File: src/rtl/phased_counting_barrier_assert.svh
// Assertion macros for the phased counting barrier.
`ifndef PHASED_COUNTING_BARRIER_ASSERT_SVH
`define PHASED_COUNTING_BARRIER_ASSERT_SVH

`ifndef SYNTHESIS
// checked only out of reset
`define PCB_ASSERT(lbl, prop, msg) \
    lbl: assert property (@(posedge i_clk) disable iff (!i_rst_n) prop) else $error(msg);
// checked on every edge, reset included
`define PCB_ASSERT_ALWAYS(lbl, prop, msg) \
    lbl: assert property (@(posedge i_clk) prop) else $error(msg);
`else
`define PCB_ASSERT(lbl, prop, msg)
`define PCB_ASSERT_ALWAYS(lbl, prop, msg)
`endif

`endif

File: src/rtl/pcb_pkg.sv
// Shared constants and types of the phased counting barrier.
package pcb_pkg;

    localparam int MAX_PROCS_DEF  = 16;
    localparam int MAX_PHASES_DEF = 8;

    // fixed field widths
    localparam int OPCODE_W    = 2;
    localparam int PROC_ID_W   = 4;
    localparam int ARR_IDX_W   = 4;
    localparam int PH_ARR_W    = 5;
    localparam int PROC_CNT_W  = 5;
    localparam int PHASE_CNT_W = 4;
    localparam int CFG_IDX_W   = 2;
    localparam int CFG_DATA_W  = 5;

    localparam logic [PROC_CNT_W-1:0]  PROC_CNT_RST  = PROC_CNT_W'(16);
    localparam logic [PHASE_CNT_W-1:0] PHASE_CNT_RST = PHASE_CNT_W'(8);

    typedef enum logic [OPCODE_W-1:0] {
        OP_WEAK   = 2'd0,
        OP_STRONG = 2'd1,
        OP_PASS   = 2'd2,
        OP_CHECK  = 2'd3
    } t_opcode;

    typedef enum logic [CFG_IDX_W-1:0] {
        REG_PROC_COUNT  = 2'd0,
        REG_PHASE_COUNT = 2'd1
    } t_reg_idx;

    typedef enum logic [2:0] {
        S_IDLE = 3'b001,
        S_PH   = 3'b010,
        S_CNT  = 3'b100
    } t_state;

endpackage

File: src/rtl/pcb_ram.sv
// Generic single-port-write, single-port-read RAM with registered read data.
module pcb_ram #(
    parameter int WIDTH = 8,
    parameter int DEPTH = 16,
    localparam int ADDR_W = (DEPTH > 1) ? $clog2(DEPTH) : 1
) (
    input  logic              i_clk,
    input  logic              i_we,
    input  logic [ADDR_W-1:0] i_waddr,
    input  logic [WIDTH-1:0]  i_wdata,
    input  logic              i_re,
    input  logic [ADDR_W-1:0] i_raddr,
    output logic [WIDTH-1:0]  o_rdata
);

    logic [WIDTH-1:0] r_mem [DEPTH];
    logic [WIDTH-1:0] r_rdata;

    always_ff @(posedge i_clk) begin
        if (i_we) begin
            r_mem[i_waddr] <= i_wdata;
        end
        if (i_re) begin
            r_rdata <= r_mem[i_raddr];
        end
    end

    assign o_rdata = r_rdata;

endmodule

File: src/rtl/phased_counting_barrier.sv
// Phased counting barrier: per-processor phase RAM and a ring of arrival counters.
//
//  channel | dir | handshake            | payload
//  --------+-----+----------------------+---------------------------------------------
//  in      | in  | i_in_valid/o_in_stall | opcode, proc_id
//  out     | out | o_out_valid/i_out_stall | arrival_index, phase_arrivals, passed, status
//  cfg     | in  | i_cfg_valid/o_cfg_ready | index, data
//
// A request passes from accept through the phase RAM read, the counter RAM read, then
// update and write back, which also registers the result. A new request is accepted only
// once the previous one has written back; the counter read depends on the phase read.
// Reset and a phase_count write clear both RAMs at once through per-entry valid bits.
// A stalled output holds the finished word; the next request can run up to its
// write-back stage while that word waits.
module phased_counting_barrier
    import pcb_pkg::*;
#(
    parameter int MAX_PROCS  = MAX_PROCS_DEF,
    parameter int MAX_PHASES = MAX_PHASES_DEF
) (
    input  logic                   i_clk,
    input  logic                   i_rst_n,
    input  logic                   i_in_valid,
    output logic                   o_in_stall,
    input  logic [OPCODE_W-1:0]    i_in_opcode,
    input  logic [PROC_ID_W-1:0]   i_in_proc_id,
    output logic                   o_out_valid,
    input  logic                   i_out_stall,
    output logic [ARR_IDX_W-1:0]   o_out_arrival_index,
    output logic [PH_ARR_W-1:0]    o_out_phase_arrivals,
    output logic                   o_out_passed,
    output logic                   o_out_status,
    input  logic                   i_cfg_valid,
    output logic                   o_cfg_ready,
    input  logic [CFG_IDX_W-1:0]   i_cfg_index,
    input  logic [CFG_DATA_W-1:0]  i_cfg_data
);

`include "phased_counting_barrier_assert.svh"

    localparam int PID_W = (MAX_PROCS > 1) ? $clog2(MAX_PROCS) : 1;
    localparam int PH_W  = $clog2(MAX_PHASES);
    localparam int PC_W  = $clog2(MAX_PHASES + 1);
    localparam int CNT_W = $clog2(MAX_PROCS + 1);

    function automatic logic [PC_W-1:0] f_eff_ph(input logic [PHASE_CNT_W-1:0] v);
        logic [PC_W-1:0] r;
        if (int'(v) < 3) begin
            r = PC_W'(3);
        end else if (int'(v) > MAX_PHASES) begin
            r = PC_W'(MAX_PHASES);
        end else begin
            r = PC_W'(v);
        end
        return r;
    endfunction

    // configuration
    logic [PROC_CNT_W-1:0]  r_proc_count;
    logic [PHASE_CNT_W-1:0] r_phase_count;
    logic [CNT_W-1:0]       eff_np;
    logic [PC_W-1:0]        eff_ph;
    logic                   cfg_wr;
    logic                   ring_init;
    logic [PC_W-1:0]        cfg_ph;

    // control and datapath registers
    t_state                 r_state;
    t_opcode                r_op;
    logic [PID_W-1:0]       r_id;
    logic                   r_id_ok;
    logic [PH_W-1:0]        r_cur;
    logic [PH_W-1:0]        r_prev;
    logic [PH_W-1:0]        r_next;
    logic [PH_W-1:0]        r_lu;
    logic [MAX_PROCS-1:0]   r_ph_vld;
    logic [MAX_PHASES-1:0]  r_cnt_vld;

    logic                   r_out_valid;
    logic [ARR_IDX_W-1:0]   r_out_idx;
    logic [PH_ARR_W-1:0]    r_out_arr;
    logic                   r_out_passed;
    logic                   r_out_status;

    // RAM ports
    logic [PH_W-1:0]        ph_rdata;
    logic [CNT_W-1:0]       cnt_rdata;
    logic                   ph_we;
    logic                   cnt_we;
    logic                   cnt_re;
    logic [PH_W-1:0]        cnt_raddr;

    logic                   in_acc;
    logic                   out_free;
    logic                   commit;
    logic [PH_W-1:0]        cur;
    logic [PH_W-1:0]        prev;
    logic [PH_W-1:0]        nxt;
    logic [CNT_W-1:0]       cnt;
    logic                   full;
    logic [MAX_PHASES-1:0]  clr_mask;
    logic [PC_W-1:0]        d_prev;
    logic [PC_W-1:0]        d_e;

    assign cfg_wr    = i_cfg_valid && o_cfg_ready;
    assign ring_init = cfg_wr && (i_cfg_index == REG_PHASE_COUNT);
    assign cfg_ph    = f_eff_ph(PHASE_CNT_W'(i_cfg_data));

    always_comb begin
        if (r_proc_count == '0) begin
            eff_np = CNT_W'(1);
        end else if (int'(r_proc_count) > MAX_PROCS) begin
            eff_np = CNT_W'(MAX_PROCS);
        end else begin
            eff_np = CNT_W'(r_proc_count);
        end
    end

    assign eff_ph = f_eff_ph(r_phase_count);

    assign in_acc   = i_in_valid && !o_in_stall;
    assign out_free = !r_out_valid || !i_out_stall;
    assign commit   = (r_state == S_CNT) && out_free;

    // phase read: entry never written since init reads as phase 0
    assign cur  = r_ph_vld[r_id] ? ph_rdata : '0;
    assign prev = (cur == '0) ? PH_W'(eff_ph - PC_W'(1)) : PH_W'(cur - PH_W'(1));
    assign nxt  = (PC_W'(cur) == eff_ph - PC_W'(1)) ? '0 : PH_W'(cur + PH_W'(1));

    assign cnt_re    = (r_state == S_PH) && r_id_ok;
    assign cnt_raddr = (r_op == OP_PASS) ? prev : cur;

    assign cnt  = r_cnt_vld[r_cur] ? cnt_rdata : '0;
    assign full = (cnt >= eff_np);

    // counters from last used up to (not incl.) prev, walking the ring
    always_comb begin
        d_prev = (r_prev >= r_lu) ? PC_W'(r_prev - r_lu)
                                  : PC_W'(eff_ph - PC_W'(r_lu - r_prev));
        for (int e = 0; e < MAX_PHASES; e++) begin
            d_e = (PH_W'(e) >= r_lu) ? PC_W'(PH_W'(e) - r_lu)
                                     : PC_W'(eff_ph - PC_W'(r_lu - PH_W'(e)));
            clr_mask[e] = (PC_W'(e) < eff_ph) && (d_e < d_prev);
        end
    end

    assign ph_we  = commit && r_id_ok && (r_op == OP_WEAK || r_op == OP_STRONG);
    assign cnt_we = ph_we && !full;

    pcb_ram #(
        .WIDTH (PH_W),
        .DEPTH (MAX_PROCS)
    ) u_phase_ram (
        .i_clk   (i_clk),
        .i_we    (ph_we),
        .i_waddr (r_id),
        .i_wdata (r_next),
        .i_re    (in_acc),
        .i_raddr (PID_W'(i_in_proc_id)),
        .o_rdata (ph_rdata)
    );

    pcb_ram #(
        .WIDTH (CNT_W),
        .DEPTH (MAX_PHASES)
    ) u_count_ram (
        .i_clk   (i_clk),
        .i_we    (cnt_we),
        .i_waddr (r_cur),
        .i_wdata (CNT_W'(cnt + CNT_W'(1))),
        .i_re    (cnt_re),
        .i_raddr (cnt_raddr),
        .o_rdata (cnt_rdata)
    );

    always_ff @(posedge i_clk) begin
        if (!i_rst_n) begin
            r_state       <= S_IDLE;
            r_proc_count  <= PROC_CNT_RST;
            r_phase_count <= PHASE_CNT_RST;
            r_lu          <= PH_W'(f_eff_ph(PHASE_CNT_RST) - PC_W'(1));
            r_ph_vld      <= '0;
            r_cnt_vld     <= '0;
            r_out_valid   <= 1'b0;
        end else begin
            if (cfg_wr && i_cfg_index == REG_PROC_COUNT) begin
                r_proc_count <= PROC_CNT_W'(i_cfg_data);
            end
            if (ring_init) begin
                r_phase_count <= PHASE_CNT_W'(i_cfg_data);
                r_lu          <= PH_W'(cfg_ph - PC_W'(1));
                r_ph_vld      <= '0;
                r_cnt_vld     <= '0;
            end

            if (r_out_valid && !i_out_stall && !commit) begin
                r_out_valid <= 1'b0;
            end

            case (r_state)
                S_IDLE: begin
                    if (in_acc) begin
                        r_state <= S_PH;
                    end
                end
                S_PH: begin
                    r_state <= S_CNT;
                end
                S_CNT: begin
                    if (commit) begin
                        r_state     <= S_IDLE;
                        r_out_valid <= 1'b1;
                        if (ph_we) begin
                            r_ph_vld[r_id] <= 1'b1;
                        end
                        if (cnt_we) begin
                            r_cnt_vld[r_cur] <= 1'b1;
                        end
                        if (r_id_ok && r_op == OP_PASS && full) begin
                            r_cnt_vld <= r_cnt_vld & ~clr_mask;
                            r_lu      <= r_prev;
                        end
                    end
                end
                default: begin
                    r_state <= S_IDLE;
                end
            endcase
        end
    end

    // payload registers
    always_ff @(posedge i_clk) begin
        if (in_acc) begin
            r_op    <= t_opcode'(i_in_opcode);
            r_id    <= PID_W'(i_in_proc_id);
            r_id_ok <= (int'(i_in_proc_id) < MAX_PROCS);
        end
        if (r_state == S_PH) begin
            r_cur  <= cnt_raddr;
            r_prev <= prev;
            r_next <= nxt;
        end
        if (commit) begin
            r_out_idx    <= '0;
            r_out_arr    <= '0;
            r_out_passed <= 1'b0;
            r_out_status <= 1'b0;
            if (r_id_ok) begin
                case (r_op)
                    OP_WEAK, OP_STRONG: begin
                        if (full) begin
                            r_out_status <= 1'b1;
                            r_out_arr    <= PH_ARR_W'(cnt);
                        end else begin
                            r_out_idx <= ARR_IDX_W'(cnt);
                            r_out_arr <= PH_ARR_W'(cnt + CNT_W'(1));
                        end
                    end
                    OP_PASS: begin
                        r_out_arr    <= PH_ARR_W'(cnt);
                        r_out_passed <= full;
                    end
                    default: begin
                        r_out_arr <= PH_ARR_W'(cnt);
                    end
                endcase
            end
        end
    end

    assign o_in_stall           = (r_state != S_IDLE);
    assign o_cfg_ready          = 1'b1;
    assign o_out_valid          = r_out_valid;
    assign o_out_arrival_index  = r_out_idx;
    assign o_out_phase_arrivals = r_out_arr;
    assign o_out_passed         = r_out_passed;
    assign o_out_status         = r_out_status;

    `PCB_ASSERT(a_acc_to_read, in_acc |=> (r_state == S_PH), "accepted word did not start a read")
    `PCB_ASSERT(a_lu_in_ring, (PC_W'(r_lu) < eff_ph), "last used phase outside the ring")
    `PCB_ASSERT(a_out_from_update, $rose(o_out_valid) |-> $past(r_state == S_CNT), "result without update")
    `PCB_ASSERT_ALWAYS(a_pass_xor_full, !i_rst_n || !(o_out_valid && o_out_passed && o_out_status), "pass word flagged full")

endmodule
File: config.mk
export PLATFORM = sky130hd
export DESIGN_NAME = phased_counting_barrier
export DESIGN_NICKNAME = d
export VERILOG_FILES = /design/src/rtl/pcb_pkg.sv /design/src/rtl/pcb_ram.sv /design/src/rtl/phased_counting_barrier.sv
export VERILOG_INCLUDE_DIRS = /design/src /design/src/rtl
export SDC_FILE = /design/constraint.sdc
export NUM_CORES = 1
export LEC_CHECK = 0
export BUFFER_PORTS_ARGS = -buffer_cell sky130_fd_sc_hd__buf_2
export CORE_ASPECT_RATIO = 1.1
export CORE_UTILIZATION = 57
export DETAILED_ROUTE_END_ITERATION = 6
export GPL_TIMING_DRIVEN = 0
export PLACE_DENSITY = 0.77
export REMOVE_ABC_BUFFERS = 1
export SKIP_CTS_REPAIR_TIMING = 1
export SYNTH_ARGS = -nofsm -noshare
export SYNTH_HDL_FRONTEND = slang
export SYNTH_HIERARCHICAL = 1
export SYNTH_SLANG_ARGS = --single-unit
File: constraint.sdc
create_clock -name i_clk -period 3.5 [get_ports i_clk]
set_input_delay 0.35 -clock i_clk [delete_from_list [all_inputs] [get_ports i_clk]]
set_output_delay 0.35 -clock i_clk [all_outputs]
set_load 0.03 [all_outputs]
==> results of run 1 <==
-- sequential cells by signal, summed over array words and instances, names as in the netlist, 2 cells and up --
name,cells
r_id,4
r_op,2
o_out_phase_arrivals,5
r_next,3
u_phase_ram/r_mem,48
r_state,3
u_phase_ram/o_rdata,3
r_ph_vld,16
u_count_ram/o_rdata,5
r_cnt_vld,8
r_prev,3
r_proc_count,5
o_out_arrival_index,4
r_phase_count,4
r_lu,3
r_cur,3
u_count_ram/r_mem,40
-- cell families (layout without fill, tap and decap cells) --
logic type | count (synthesis) | count (layout) | share of synthesized area (%)
xor gates and xnor gates | 21 | 21 | 2.13
other | 1 | 1 | 0.0418
adders and majority gates | 72 | 72 | 11.1
muxes | 50 | 50 | 10.2
buffers and inverters | 70 | 144 | 3.33
AOI/OAI and AO/OA | 136 | 137 | 9.97
DFF | 162 | 162 | 49.7
and+or+nand+nor | 247 | 247 | 13.5
-- synthesized netlist by cell type, types with 2 or more instances --
cell	instances
o21ai_0	34
mux2i_1	14
buf_4	2
o211ai_1	10
buf_6	3
nand2_1	74
nand4_1	5
nor2b_1	21
and3_1	6
fa_1	13
inv_1	45
a211o_1	2
xnor2_1	11
or3_1	2
a22oi_1	4
or2_2	2
clkbuf_1	15
a31oi_1	4
mux4_1	20
and2_1	19
edfxtp_1	122
xor2_1	9
ha_1	58
a21boi_1	3
dfxtp_1	40
a21o_1	4
o21a_1	4
a32oi_1	4
o311a_1	2
nor2_1	57
a21oi_1	33
a31o_2	3
o211a_1	2
nand2b_1	13
a211oi_1	3
a2111oi_0	3
a41o_1	2
mux4_2	6
nor3_1	12
o22ai_1	4
nand3b_1	5
nand3_1	20
mux2_2	9
buf_2	4
-- area by class of cell --
| cell class | instances | area share [%] |
|---|---|---|
| timing repair buffer | 67 | 4.56 |
| tap | 196 | 2.31 |
| sequential | 162 | 42.3 |
| clock buffer | 17 | 4.01 |
| clock inverter | 15 | 1.59 |
| inverter | 45 | 1.70 |
| multi-input combinational | 528 | 43.6 |
-- path summary, 6_finish.rpt --
check | slack, ps | cells past startpoint | to | start
min reg2reg | 490 | 2 | r_ph_vld[10]$_SDFF_PN0_ | r_ph_vld[10]$_SDFF_PN0_
min | 100 | 1 | r_op[1]$_DFFE_PP_ | i_in_opcode[1]
max reg2reg | -130 | 13 | u_count_ram/o_rdata[3]$_DFFE_PP_ | r_id[0]$_DFFE_PP_
max | -130 | 13 | u_count_ram/o_rdata[3]$_DFFE_PP_ | r_id[0]$_DFFE_PP_
-- per-stage QoR --
step	instances	area [um2]	setup TNS, ps	setup WS (ps)
2_1_floorplan	734	8840	-2690	-437
3_5_place_dp	960	9240	-27610	-1310
4_1_cts	992	9830	-33020	-1380
3_3_place_gp	960	9240	-22950	-1180
5_1_grt	1030	10600	-1870	-278
6_report	1030	10600	-564	-127
-- per-layer routing --
metal	vias to the layer above	track usage, %	routed length [um]
li1	2920	-	-
met1	3278	33.1	8830
met2	279	43.6	11400
met3	42	4.45	1110
met4	0	7.41	389
met5	-	0	0
-- placed cells by master (no fill, tap or decap), types with 5 or more instances in the layout --
cell type   count
nand3_1        20
nor2_4          6
clkinvlp_4      5
fa_1           11
nand3b_1        5
ha_4            6
clkbuf_16      18
nor2b_1        21
ha_1           50
nor3_1          9
mux2_2          8
o21ai_0        30
and3_1          6
a21oi_1        30
and2_1         17
nand2b_1       11
nand2_2         6
xnor2_1        11
nand2_1        65
mux4_2         16
inv_1          38
edfxtp_1      122
xor2_1          8
dfxtp_4         5
buf_2          30
o211ai_1       10
dfxtp_1        34
mux2i_1        11
mux4_1         10
nand4_1         5
inv_6           6
buf_4          29
nor2_1         49
-- power groups by stage --
stage                     registers (mW)  clock network [mW]  logic (mW)
final                               2.11                1.86       0.676
after global routing                2.11                1.96       0.733
after CTS                           2.11                1.88       0.517
after detailed placement            2.15                   0       0.512
after global placement              2.15                   0       0.486
after floorplan                     2.14                   0       0.368
==> flow_summary_export.csv, run 1 <==
group,metric,value,unit
outcome,status,"finished, violations left",
outcome,violations,"setup timing",
critical_path,cp-start-kind,"register",
power,p_switching,1.20,mW
floorplan,start_util,58.9,%
drt,drt-vias-per-instance,6.33,
logic_synthesis,ys_warn_count,6,
clocking,cts_buffers,17,
placement,gp_congestion,0.915,
power,pwr-share-seq,45.4,%
power,powerDensity,438,mW/mm2
power,internal_power,3.44,mW
finish,register_area,0.00448,mm2
clocking,cts-root-buf,"clkbuf_16",
timing,hold_violations,0,
finish,multiInputGateArea,0.00462,mm2
logic_synthesis,avgSynthCellArea,11.8,um2
clocking,cts_tree,"yes",
hold_path,hp-class,"in -> reg",
timing,rsz0062_at_grt,"yes",
timing,maxSlewViolCount,0,
drt,drt_first_iter_violations,604,
drt,drcViolationCount,0,
flow_run,drv_cap,0,
global_route,grt_first_pass_wirelength,31600,um
timing,max_freq,0.276,GHz
critical_path,crit_required,3670,ps
logic_synthesis,netlist_area,0.00897,mm2
logic_synthesis,async_reset_ff_share,0,%
global_route,grt_use_total,25.5,%
drt,firstDrtPassIters,5,
finish,fin_nets,910,
power,clockPowerShare,40.1,%
clocking,cts_num_sinks,162,
floorplan,dieWidth,122,um
power,peakVddDrop,0.436,mV
global_route,grt_start_max_net_pins,39,
timing,skew,9.12,ps
timing,worst_pin_slew,1080,ps
finish,fill_cells,1000,
power,swShare,25.9,%
timing,setup_ws,-127,ps
critical_path,worst_path_largest_cell_delay,540,ps
finish,antennaDiodeCount,0,
power,p_leak,4.03,nW
logic_synthesis,synthTopCellsByArea,"edfxtp_1 41%, dfxtp_1 8.9%, ha_1 8.1%, mux4_1 5.9%, nand2_1 3.1%",
power,finalPower,4.65,mW
power,comb_power_share,14.5,%
critical_path,crit_buf_inv,2,
finish,drive_gt1_share,25.2,%
timing,min_period,3630,ps
global_route,antenna_found_initial,0,
global_route,grt_pass1_vias,6162,
floorplan,core.rowCount,47,
logic_synthesis,yosysTopAreaCell,"edfxtp_1",
logic_synthesis,synth_ff_type,"edfxtp_1",
logic_synthesis,ys_ff_latch,162,
critical_path,worstSetupPathType,"reg -> reg",
logic_synthesis,synth_top_area_share,40.8,%
critical_path,setup.worst_path.end_class,"register",
logic_synthesis,synth_edf_count,122,
timing,setup_viol,5,
critical_path,crit_family,"multiplexers",
logic_synthesis,ys_types,75,
finish,final_core_util,69.7,%
clocking,cts_buffer_depth,2,
floorplan,io_pins,32,
clocking,cts.clk_slew.worst_paths,70,ps
drt,vias,6519,
clocking,clk_latency,420,ps
floorplan,core_area,0.0152,mm2
critical_path,worstPathArrival,3800,ps
timing,hold_ws,104,ps
critical_path,crit_path_cell_trace,"buf_6 -> mux4_2 -> mux2i_1 -> mux2i_2 -> nand2_2 -> ha_4 -> ha_4 -> nand2_2 -> nand2_2 -> o22ai_4 -> buf_12 -> mux4_2 -> mux2_2",
critical_path,cp_slowest_cell,"edfxtp_1",
logic_synthesis,synth_cells,759,
global_route,overflow,0,
clocking,htree_levels,4,
finish,syn_to_final_growth,18.3,%
timing,finalCritPeriodShare,104,%
floorplan,die_h,134,um
critical_path,crit_fanout,6,
logic_synthesis,ys_seq_area_share,49.7,%
floorplan,die-area,0.0162,mm2
drt,wl_per_cell,21.1,um
drt,wirelength,21700,um
placement,portBuffers,30,
placement,dp_hpwl,13500,um
critical_path,path_common_cell,"nand2_2",
drt,ant_nets,0,
timing,max_slew_margin,27.2,%
(Power assumes the default switching activity.)
==> run 2: changes to the inputs <==
- ABC_AREA: default -> 1
==> run 2 against run 1 <==
Against the previous run:
- the flow now finishes without violations
- combinational power is 2% lower
- cell area is 1.6% higher
- non-clock buffer count is 28 lower
- clock power is 9.7% higher
- sequential power hardly changed
- register-to-register slack better by 250 ps
- total power is 3.6% higher
- synthesized area is 8.9% higher
- critical path type unchanged
- highest routed layer unchanged
==> flow_summary_export.csv, run 2 <==
group,metric,value,unit
outcome,status,"completed",
critical_path,cp-start-kind,"register",
power,p_leak,5.09,nW
critical_path,crit_fanout,9,
finish,syn_to_final_growth,10.3,%
clocking,htree_levels,4,
timing,max_freq,0.296,GHz
drt,vias,7770,
floorplan,core_area,0.0166,mm2
power,powerDensity,447,mW/mm2
timing,hold_violations,0,
floorplan,die_h,139,um
logic_synthesis,yosys-top-cells-count,"404 x nand2_1, 182 x inv_1, 122 x edfxtp_1",
drt,firstDrtPassIters,5,
finish,drive_gt1_share,10.5,%
critical_path,startpoint,"r_cur[2]$_DFFE_PP_",
critical_path,timing.rr.start,"r_cur[2]$_DFFE_PP_",
global_route,use_met3,4.11,%
logic_synthesis,yosysTopAreaCell,"edfxtp_1",
floorplan,core.rowCount,49,
placement,gp_congestion,0.881,
floorplan,dieWidth,127,um
global_route,grt_first_pass_wirelength,35200,um
drt,drt_first_iter_violations,598,
drt,drt-vias-per-instance,5.33,
clocking,cts-root-buf,"clkbuf_16",
timing,maxSlewViolCount,0,
logic_synthesis,synth_ff_type,"edfxtp_1",
timing,setup_viol,0,
placement,portBuffers,30,
finish,antennaDiodeCount,0,
finish,largest_register_ffs,48,
timing,max_slew_margin,16.0,%
critical_path,crit_required,3580,ps
timing,skew,9.01,ps
drt,ant_nets,0,
drt,wirelength,21200,um
hold_path,worstHoldStart,"i_in_opcode[0]",
clocking,cts_buffers,17,
timing,worst_pin_slew,1250,ps
critical_path,setup.worst_path.end_class,"register",
logic_synthesis,ys_warn_count,6,
global_route,grt_use_total,25.4,%
finish,max_flop_register,"u_phase_ram/r_mem",
placement,dp_hpwl,14600,um
timing,min_period,3370,ps
floorplan,io_pins,32,
placement,placed_area,0.0100,mm2
clocking,cts_buffer_depth,2,
critical_path,worstPathArrival,3450,ps
logic_synthesis,ys_types,48,
timing,rsz0062_at_grt,"yes",
logic_synthesis,synth_cells,1211,
logic_synthesis,synthTopCellsByArea,"edfxtp_1 37%, nand2_1 16%, dfxtp_1 8.2%, ha_1 7.4%, inv_1 7.0%",
timing,finalCritPeriodShare,96.4,%
logic_synthesis,async_reset_ff_share,0,%
hold_path,hp-class,"in -> reg",
global_route,grt_pass1_vias,7381,
finish,finalInstanceArea,0.0108,mm2
global_route,grt_busiest_layer,"met2",
floorplan,die-area,0.0177,mm2
global_route,grt_use_met2,42.4,%
clocking,cts_num_sinks,162,
logic_synthesis,netlist_area,0.00977,mm2
global_route,antenna_found_initial,0,
flow_run,drv_cap,0,
clocking,clk_latency,430,ps
logic_synthesis,synth_edf_count,122,
finish,fin_nets,1330,
finish,layout_common_cells,"403 x nand2_1, 182 x inv_1, 122 x edfxtp_1",
power,peakVddDrop,0.440,mV
drt,wl_per_cell,14.6,um
logic_synthesis,avgSynthCellArea,8.07,um2
timing,hold_ws,128,ps
global_route,overflow,0,
finish,mostFrequentLayoutCell,"nand2_1",
global_route,grt_start_max_net_pins,27,
logic_synthesis,ys_seq_area_share,45.7,%
critical_path,worstSetupPathType,"reg -> reg",
global_route,grtUsageMet1,33.0,%
logic_synthesis,synth_top_area_share,37.5,%
drt,drcViolationCount,0,
logic_synthesis,ys_ff_latch,162,
clocking,cts.clk_slew.worst_paths,60,ps
finish,largestRegisters,"u_phase_ram/r_mem: 48 flops, u_count_ram/r_mem: 40 flops, r_ph_vld: 16 flops",
logic_synthesis,synth_most_common_cell,"nand2_1",
clocking,cts_tree,"yes",
floorplan,start_util,59.0,%
run 2: critical path, cell delays in order, from the launching register on:
cell and delay (ps):
edfxtp_1 540, inv_2 120, nand3_1 100, nor2_1 70
a21oi_2 110, nand4_2 220, nand2_2 190, inv_1 70
ha_1 330, a21oi_1 160, o21ai_1 80, nor2_2 150
nand2_4 110, nor2_8 160, nand2_1 170, nor2_1 430
run 2: area by class of cell:
class	instances	area [um2]
multi-input cells	823	4430
well taps	204	255
fillers	1382	5770
clock buffers	19	443
inverters	198	748
repair buffers	39	226
flip-flops and latches	162	4470
clock inverters	12	204
run 2: path summary, 6_finish.rpt:
kind | endpoint | slack [ps] | cells after the start
hold reg to reg | r_ph_vld[13]$_SDFF_PN0_ | 470 | 2
setup / recovery | u_count_ram/r_mem[3][3]$_DFFE_PP_ | 130 | 15
setup reg to reg | u_count_ram/r_mem[3][3]$_DFFE_PP_ | 130 | 15
hold / removal | r_op[0]$_DFFE_PP_ | 130 | 1
run 2: routing by layer:
metal,part of all wire (%),wire [um]
met3,5.7,1210
met4,2.5,534
met2,49,10300
met1,43,9110
met5,0,0
run 2: metrics by stage:
step | TNS [ps] | util [%] | cells | power (mW) | worst slack, ps
3_5_place_dp | -12140 | 60.5 | 1419 | 2.78 | -1150
3_3_place_gp | -11580 | 60.3 | 1417 | 2.77 | -1050
4_1_cts | -12380 | 64.4 | 1450 | 4.81 | -1140
5_1_grt | -2110 | 65.1 | 1457 | 5.01 | -114
6_report | 0 | 65.1 | 1457 | 4.81 | 126
2_1_floorplan | 0 | - | 1183 | 2.60 | 91.6
run 2: logic make-up after synthesis:
kind of cell	after synthesis	synth area share, %
adders and majority gates	71	10.1
other	1	0.0384
DFF	162	45.7
AOI/OAI and AO/OA	116	6.57
muxes	3	0.307
and+or+nand+nor	624	26.9
buffers and inverters	226	9.67
xor gates and xnor gates	8	0.794
run 2: power by group:
| part | switching [mW] | internal (mW) |
|---|---|---|
| combinational | 0.433 | 0.229 |
| clock | 0.754 | 1.29 |
| sequential | 0.0370 | 2.07 |
| total | 1.22 | 3.59 |
==> run 3: changes to the inputs <==
- CORE_UTILIZATION: 57 -> 35
- GPL_ROUTABILITY_DRIVEN: default -> 0
- PLACE_DENSITY: 0.77 -> default
==> run 3 against run 2 <==
Against the previous run:
- worst setup slack improved by 91 ps
- largest power group unchanged
- largest cell class unchanged
- routed wire length rose by 4.3%
- total power fell by 3.7%
- critical path type unchanged
- clock power fell by 9.8%
- cell area rose by 1.7%
==> flow_summary_export.csv, run 3 (same netlist as run 2, synthesis figures left out) <==
group,metric,value,unit
timing,min_period,3280,ps
clocking,cts.clk_slew.worst_paths,60,ps
critical_path,r2r_cells,14,
power,finalPower,4.63,mW
critical_path,r2r_setup_slack,220,ps
critical_path,startpoint,"r_cur[1]$_DFFE_PP_",
clocking,clk_latency,430,ps
drt,wirelength,22100,um
floorplan,core_area,0.0272,mm2
finish,drive_gt1_share,11.3,%
global_route,grt_pass1_vias,7204,
critical_path,crit_required,3600,ps
flow_run,drv_cap,0,
finish,finalInstanceArea,0.0110,mm2
finish,max_flop_register,"u_phase_ram/r_mem",
finish,fin_nets,1334,
floorplan,io_pins,32,
timing,finalCritPeriodShare,93.8,%
finish,register_area,0.00447,mm2
critical_path,path_common_cell,"nor2_2",
critical_path,crit_path_cell_trace,"nand3_1 -> nor2_1 -> a21oi_2 -> nand4_2 -> nand2_2 -> inv_1 -> ha_1 -> a21oi_1 -> o21ai_1 -> nor2_2 -> nand2_4 -> nor2_8 -> nand2_1 -> nor2_2",
timing,max_slew_margin,53.3,%
timing,max_freq,0.305,GHz
timing,setup-tns-final,0,ps
power,swShare,27.4,%
power,clockPowerShare,39.8,%
global_route,grt_use_total,16.1,%
clocking,cts_tree,"yes",
finish,layout_common_cells,"402 x nand2_1, 182 x inv_1, 122 x edfxtp_1",
floorplan,die-area,0.0286,mm2
critical_path,crit_fanout,11,
floorplan,start_util,35.9,%
drt,drt_first_iter_violations,453,
floorplan,core.rowCount,63,
timing,maxSlewViolCount,0,
power,peakVddDrop,0.313,mV
placement,portBuffers,30,
finish,final_core_util,40.3,%
placement,dp_hpwl,15600,um
global_route,antenna_found_initial,0,
power,internal_power,3.37,mW
floorplan,die_h,177,um
hold_path,holdPathStages,1,
global_route,grt_start_max_net_pins,27,
global_route,grt_first_pass_wirelength,35800,um
finish,antennaDiodeCount,0,
drt,vias,7593,
placement,placed_area,0.0102,mm2
drt,drt-vias-per-instance,4.70,
finish,largest_register_ffs,48,
drt,firstDrtPassIters,5,
critical_path,timing.rr.start,"r_cur[1]$_DFFE_PP_",
power,comb_power_share,14.6,%
clocking,cts-root-buf,"clkbuf_16",
hold_path,worstHoldStart,"i_in_opcode[0]",
critical_path,rr_endpoint,"u_count_ram/r_mem[3][0]$_DFFE_PP_",
finish,largestRegisters,"u_phase_ram/r_mem: 48 flops, u_count_ram/r_mem: 40 flops, r_ph_vld: 16 flops",
clocking,cts_buffer_depth,2,
power,powerDensity,423,mW/mm2
finish,syn_to_final_growth,12.2,%
critical_path,cp-start-kind,"register",
hold_path,hp-class,"in -> reg",
critical_path,worstPathArrival,3380,ps
clocking,htree_levels,4,
outcome,status,"completed",
critical_path,cp_slowest_cell,"edfxtp_1",
timing,setup_viol,0,
critical_path,worst_path_largest_cell_delay,550,ps
drt,wl_per_cell,13.7,um
timing,skew,10.3,ps
critical_path,setup.worst_path.end_class,"register",
timing,worst_pin_slew,697,ps
power,p_leak,5.06,nW
finish,mostFrequentLayoutCell,"nand2_1",
power,pwr-share-seq,45.6,%
clocking,cts_num_sinks,162,
drt,drcViolationCount,0,
critical_path,worstSetupPathType,"reg -> reg",
clocking,cts_buffers,17,
hold_path,holdPathEnd,"r_op[0]$_DFFE_PP_",
global_route,overflow,0,
finish,multiInputGateArea,0.00446,mm2
floorplan,dieWidth,161,um
power,p_switching,1.27,mW
timing,hold_violations,0,
finish,fill_cells,2724,
drt,ant_nets,0,
[run 3: changes by cell type in the layout (fill, tap and decap cells not counted), sizes merged, moves of 2 or more]
cell | previous run | this run
o21ai | 60 | 62
clkbuf | 20 | 18
buf | 38 | 40
clkinvlp | 2 | 6
bufinv | 5 | 2
[run 3: final cells by class]
class                      instances  share of cell area [%]
inverter                         198                    6.90
timing repair buffer              40                    2.16
sequential                       162                    40.8
tap                              357                    4.07
clock inverter                    14                    1.43
clock buffer                      18                    3.91
multi-input combinational        825                    40.7
timing repair inverter             1                  0.0685
[run 3: routing by layer]
| layer | track usage (%) | part of all wire, % | wire length (um) |
|---|---|---|---|
| met1 | 20.4 | 46 | 10200 |
| met2 | 27.7 | 49 | 10800 |
| met3 | 2.98 | 3.9 | 871 |
| met4 | 4.56 | 1.3 | 284 |
| met5 | 0 | 0 | 0 |
[run 3: worst max-delay path: cells and delay by family, from the launching register on]
family,cells,cell delay [ps]
flip-flops,1,550
AND/OR/NAND/NOR,9,1630
buffers and inverters,1,70
AO/OA/AOI/OAI,3,370
adder cells (fa/ha/maj),1,320
[run 3: power by group through the flow]
stage	sequential, mW	combinational, mW	clock [mW]
after floorplan	2.14	0.458	0
after global placement	2.16	0.634	0
after detailed placement	2.16	0.648	0
after CTS	2.11	0.651	1.89
after global routing	2.11	0.789	1.96
final	2.11	0.678	1.84
[run 3: through the flow]
stage               instances  setup WS [ps]  hold WS, ps
detailed placement       1573          -1010          456
CTS                      1605          -1040         85.1
floorplan                1183           91.6          445
finish                   1615            216          105
global placement         1570          -1020          453
global route             1615          -3.79         81.4
[run 3: worst max-delay path by stage]
stage	end	slack, ps	cells after the start
final	u_count_ram/r_mem[3][0]$_DFFE_PP_	220	14
after global routing	u_count_ram/o_rdata[1]$_DFFE_PP_	-4	24
after CTS	r_cnt_vld[6]$_SDFF_PN0_	-1040	14
after detailed placement	r_cnt_vld[6]$_SDFF_PN0_	-1010	14
after global placement	r_cnt_vld[6]$_SDFF_PN0_	-1020	14
after floorplan	r_cnt_vld[6]$_SDFF_PN0_	90	14
